File: src/rtl/core/lzwd_pkg.sv
`default_nettype none
package lzwd_pkg;

  localparam int HIST_DEPTH = 4096;
  localparam int HIST_AW    = $clog2(HIST_DEPTH);
  localparam int WORD_W     = 16;
  localparam int OFFSET_W   = 12;
  localparam int LEN_W      = 5;
  localparam int FLAGS_W    = 5;
  localparam int MATCH_MIN  = 3;
  localparam int FLAGS_PER_WORD = 16;

  localparam logic [WORD_W-1:0] FRAME_PIXELS_RESET = 16'd49152;

  typedef struct packed {
    logic load_flags;
    logic shift_flags;
    logic emit_lit;
    logic start_copy;
    logic emit_copy;
    logic read_next;
    logic clear_step;
  } lzwd_cmd_t;

  typedef struct packed {
    logic flags_empty;
    logic flag_top;
    logic rem_last;
    logic slot_free;
    logic clear_last;
  } lzwd_status_t;

endpackage
`default_nettype wire

File: src/rtl/core/lzwd_ctrl.sv
`default_nettype none
module lzwd_ctrl (
  input  wire logic                 clk,
  input  wire logic                 rst,
  input  wire logic                 in_valid,
  output logic                      in_ready,
  input  wire lzwd_pkg::lzwd_status_t status,
  output lzwd_pkg::lzwd_cmd_t       cmd
);
  import lzwd_pkg::*;

  typedef enum logic [2:0] {
    ST_CLEAR = 3'b001,
    ST_IDLE  = 3'b010,
    ST_COPY  = 3'b100
  } state_t;

  state_t state, state_next;
  logic   accept;

  assign in_ready = (state == ST_IDLE) && status.slot_free;
  assign accept   = in_valid && in_ready;

  always_comb begin
    state_next = state;
    cmd        = '0;
    case (state)
      ST_CLEAR: begin
        cmd.clear_step = 1'b1;
        if (status.clear_last) state_next = ST_IDLE;
      end
      ST_IDLE: begin
        if (accept) begin
          if (status.flags_empty) begin
            cmd.load_flags = 1'b1;
          end else begin
            cmd.shift_flags = 1'b1;
            if (status.flag_top) begin
              cmd.emit_lit = 1'b1;
            end else begin
              cmd.start_copy = 1'b1;
              state_next     = ST_COPY;
            end
          end
        end
      end
      ST_COPY: begin
        if (status.slot_free) begin
          cmd.emit_copy = 1'b1;
          if (status.rem_last) state_next = ST_IDLE;
          else cmd.read_next = 1'b1;
        end
      end
      default: begin
        state_next = ST_IDLE;
      end
    endcase
  end

  always_ff @(posedge clk) begin
    if (rst) state <= ST_CLEAR;
    else state <= state_next;
  end

endmodule
`default_nettype wire

File: config.mk
export PLATFORM = sky130hd
export DESIGN_NAME = lzwd_ctrl
export DESIGN_NICKNAME = d
export VERILOG_FILES = /design/src/rtl/core/lzwd_pkg.sv /design/src/rtl/core/lzwd_ctrl.sv
export SDC_FILE = /design/constraint.sdc
export NUM_CORES = 1
export LEC_CHECK = 0
export BUFFER_PORTS_ARGS = -buffer_cell sky130_fd_sc_hd__buf_2
export CAP_MARGIN = 20
export CORE_AREA = 8 8 45 47
export DETAILED_ROUTE_END_ITERATION = 8
export DIE_AREA = 0 0 53 55
export HOLD_SLACK_MARGIN = 0.1
export SLEW_MARGIN = 20
export SYNTH_ARGS = -nofsm -noshare
export SYNTH_HDL_FRONTEND = slang
export SYNTH_SLANG_ARGS = --single-unit
export TNS_END_PERCENT = 5
File: constraint.sdc
create_clock -name clk -period 1.4 [get_ports clk]
set_input_delay 0.14 -clock clk [delete_from_list [all_inputs] [get_ports clk]]
set_output_delay 0.14 -clock clk [all_outputs]
set_load 0.1 [all_outputs]
# Word-level counts from Yosys, hierarchy flattened
# Cells that the tools add are included.
# word_totals
register_bits,3
in_bits,8
out_inout_bits,8
# op_classes
n_eq_ne,9
mux,17
reduce_logical,3
# ops
op,n
two-way mux 3 bit,7
"inequality test 2 bit, second input constant",6
case mux 3 bit (3 select lines),1
two-way mux 4 bit,2
AND reduction 6 bit,1
two-way mux 1 bit,5
two-way mux 2 bit,2
"== test 3 x 1 -> 1 bit, second input constant",1
"== test 3 x 2 -> 1 bit, second input constant",1
"== test 3 bit, second input constant",1
logical AND 1 bit,2

# Longest topological paths before layout
# logic_depth
depth_word,5
ltp_mapped,3

# Least setup slack after synthesis
# Ideal clock, no wire load.
# synth_path
kind,register to output
startpoint,register state[2]
endpoint,output port cmd[4] (netlist bit)
arrival_time_ns,2.706
required_ns,1.260
slack_ns,-1.446
path_stages_with_launch,4
path_buffers,0
path_cell_list,dfxtp_1 -> and4bb_4 -> and3b_1 -> and3_1
# synth_lines
element,line,source
from (decl),lzwd_ctrl.sv:18,"state_t state, state_next;"
from (signal assigned),lzwd_ctrl.sv:62,else state <= state_next;
to (decl),lzwd_ctrl.sv:8,output lzwd_pkg::lzwd_cmd_t cmd

==> run metrics <==
status=finished with violations; failing checks=negative setup slack; post-synthesis xor/xnor area fraction=0%; multiplexer share of the synthesized area=0%; post-synth top area cell=dfxtp_1; Final min period=1540 ps; # DRC=0; full die area=2915 um2; Mapped Avg Cell Area=8.867 um2; IO Port Bufs=15; worst clock skew=6.727 ps; Int Pwr=0.0002498 W; CP Max Fanout=2; most common cell after layout, fill and taps aside=buf_12; Largest register FFs=3; reg-to-reg slack, setup=110 ps; final hold vios=0; Die Wd=53 um; Final Slew Violations=0; DP Cell Count=58; critical setup path kind=reg -> out; clock-pin slew on the worst setup and hold paths=40 ps; CTS sink cnt=3; clock buffer depth=2; Clock power frac=41.9%; Seq cells post-synth=3; drt first-iter violations=1; CORE AREA=1384 um2; slew margin rel.=73.98%; gr ovfl total=0; simple-gate share of the synthesized area=50.31%; diode count=0; fin nets=56; gr usage total=5.404%; post-route setup slack=-140.3 ps; share of cells above drive strength 1=72.34%; std cell rows=14; first-pass GRT wire length=1069 um; DP Worst Slack=30.87 ps; # setup viols final=5; top-area cell type share of the netlist area=29.45%; Crit. End Element=output port; RSZ-0062 raised after global routing=yes; Mapped Nets=31; adder-cell area share of the yosys netlist=0%; wire per inst=11.41 um; Synth Warn #=0; most frequent cells in the layout=buf_12, buf_2, buf_4, and3_4, clkbuf_4; largest net degree at the start of global routing=7; first-pass detailed-route iteration total=2; H-tree Lvls=1; Overall Power=0.0003725 W; Final ANT Viol Nets=0; vias per inst=4.349; CTS tree=built; total routed wirelength=719 um; vias in the first global route=274; Flop pwr share=26.3%; Leak=0.2209 nW; Cell variety after synth=16; post-synthesis sequential area ratio=29.45%; CTS buffer count=3; setup tns final=-467.8 ps; Synth Area in Compound Gates=18.40%; Worst Max-Slew Pin Slew=384.9 ps; clock latency at the later pin of the worst-skew pair=240 ps; Root Buffer=clkbuf_4; largest family of logic cells by synthesized area=simple AND/OR/NAND/NOR gates; Die Height=55 um; Non-Filler Instances=63; MaxCap Viol Count=0; Tcrit/Tclk final=110.0%; Cell Pwr Density=700.5 nW/um2; WP data arrival=1400 ps; initial core utilization=14.74%; largest registers=state x3; Max VDD drop=0.3257 mV; Post-Synthesis Cells=23; combinational power share=31.8%; Area Growth Syn to Fin=160.7%; Req. time, crit path=1260 ps; hold slack=246.1 ps; Hold Path Class=in -> reg; post-DP HPWL=612.5 um; top cells by area, synth=dfxtp_1, and3_2, and4bb_4, nor3b_1, a31oi_1; NetSw=0.0001227 W; synthesized cell area=203.9 um2; setup bufs post-CTS=0; Ports=16; initial antenna violation count=0; via count=274; global placement routability congestion=0.7018; Sw Share=32.94%; Startpoint Class=flop; Biggest register=state; f_max=0.6492 GHz
[worst paths after layout]
check / startpoint / endpoint / cells past startpoint
setup / recovery: state[0] / cmd[4] / 4
setup reg to reg: state[2] / state[1] / 4
hold reg to reg: state[2] / state[2] / 2
hold / removal: in_valid / state[2] / 3
[synthesized netlist by cell type, drive strengths merged]
cell type  count
a211oi         1
a21boi         1
a31oi          2
and3           4
and3b          1
and4bb         1
dfxtp          3
inv            1
nor2           2
nor2b          1
nor3           1
nor3b          2
nor4b          1
o21ba          1
or2            1
[per-stage QoR]
stage                     util [%]  area (um2)
final                        38.43       531.8
after global routing         38.43       531.8
after CTS                    37.61       520.5
after detailed placement     34.00       470.5
after global placement       34.00       470.5
after floorplan                  -       225.2
[logic make-up after synthesis]
kind of cell    Yosys count
compound gates            5
buf+inv                   1
flops                     3
simple gates             14
[per-layer routing]
metal / up-vias / global-route usage [%] / wire length [um]
li1: 136 / - / -
met1: 126 / 4.242 / 236
met4: 0 / 6.466 / 28
met2: 9 / 9.570 / 404
met5: - / 0 / 0
met3: 3 / 1.872 / 49
[power by group through the flow]
stage / logic (W) / clock network, W / registers [W]
2_1_floorplan: 0.0000640 / 0 / 0.0000973
3_3_place_gp: 0.000112 / 0 / 0.0000976
3_5_place_dp: 0.000113 / 0 / 0.0000979
4_1_cts: 0.000117 / 0.000169 / 0.0000970
5_1_grt: 0.000126 / 0.000169 / 0.0000984
6_report: 0.000119 / 0.000156 / 0.0000979
[cell type report]
| type | instances | area, um2 |
|---|---|---|
| Tap cell | 16 | 20.02 |
| Multi-Input combinational cell | 19 | 181.4 |
| Sequential cell | 3 | 65.06 |
| Fill cell | 148 | 852.1 |
| Inverter | 1 | 3.754 |
| Timing Repair Buffer | 20 | 235.2 |
| Clock buffer | 4 | 26.28 |
[critical path, cell delays in order (launching register included)]
cell	delay, ps
dfxtp_1	300
and4bb_4	320
and3b_4	190
and3_4	180
buf_12	170
[what timing repair did]
action / CTS / global route
gates cloned: 0 / 0
setup endpoints to repair: 5 / 7
endpoints found under the hold margin: 2 / 0
hold buffers: 1 / 0
resized for setup: 4 / 4
pin swaps: 2 / 1
(Power assumes the default switching activity.)
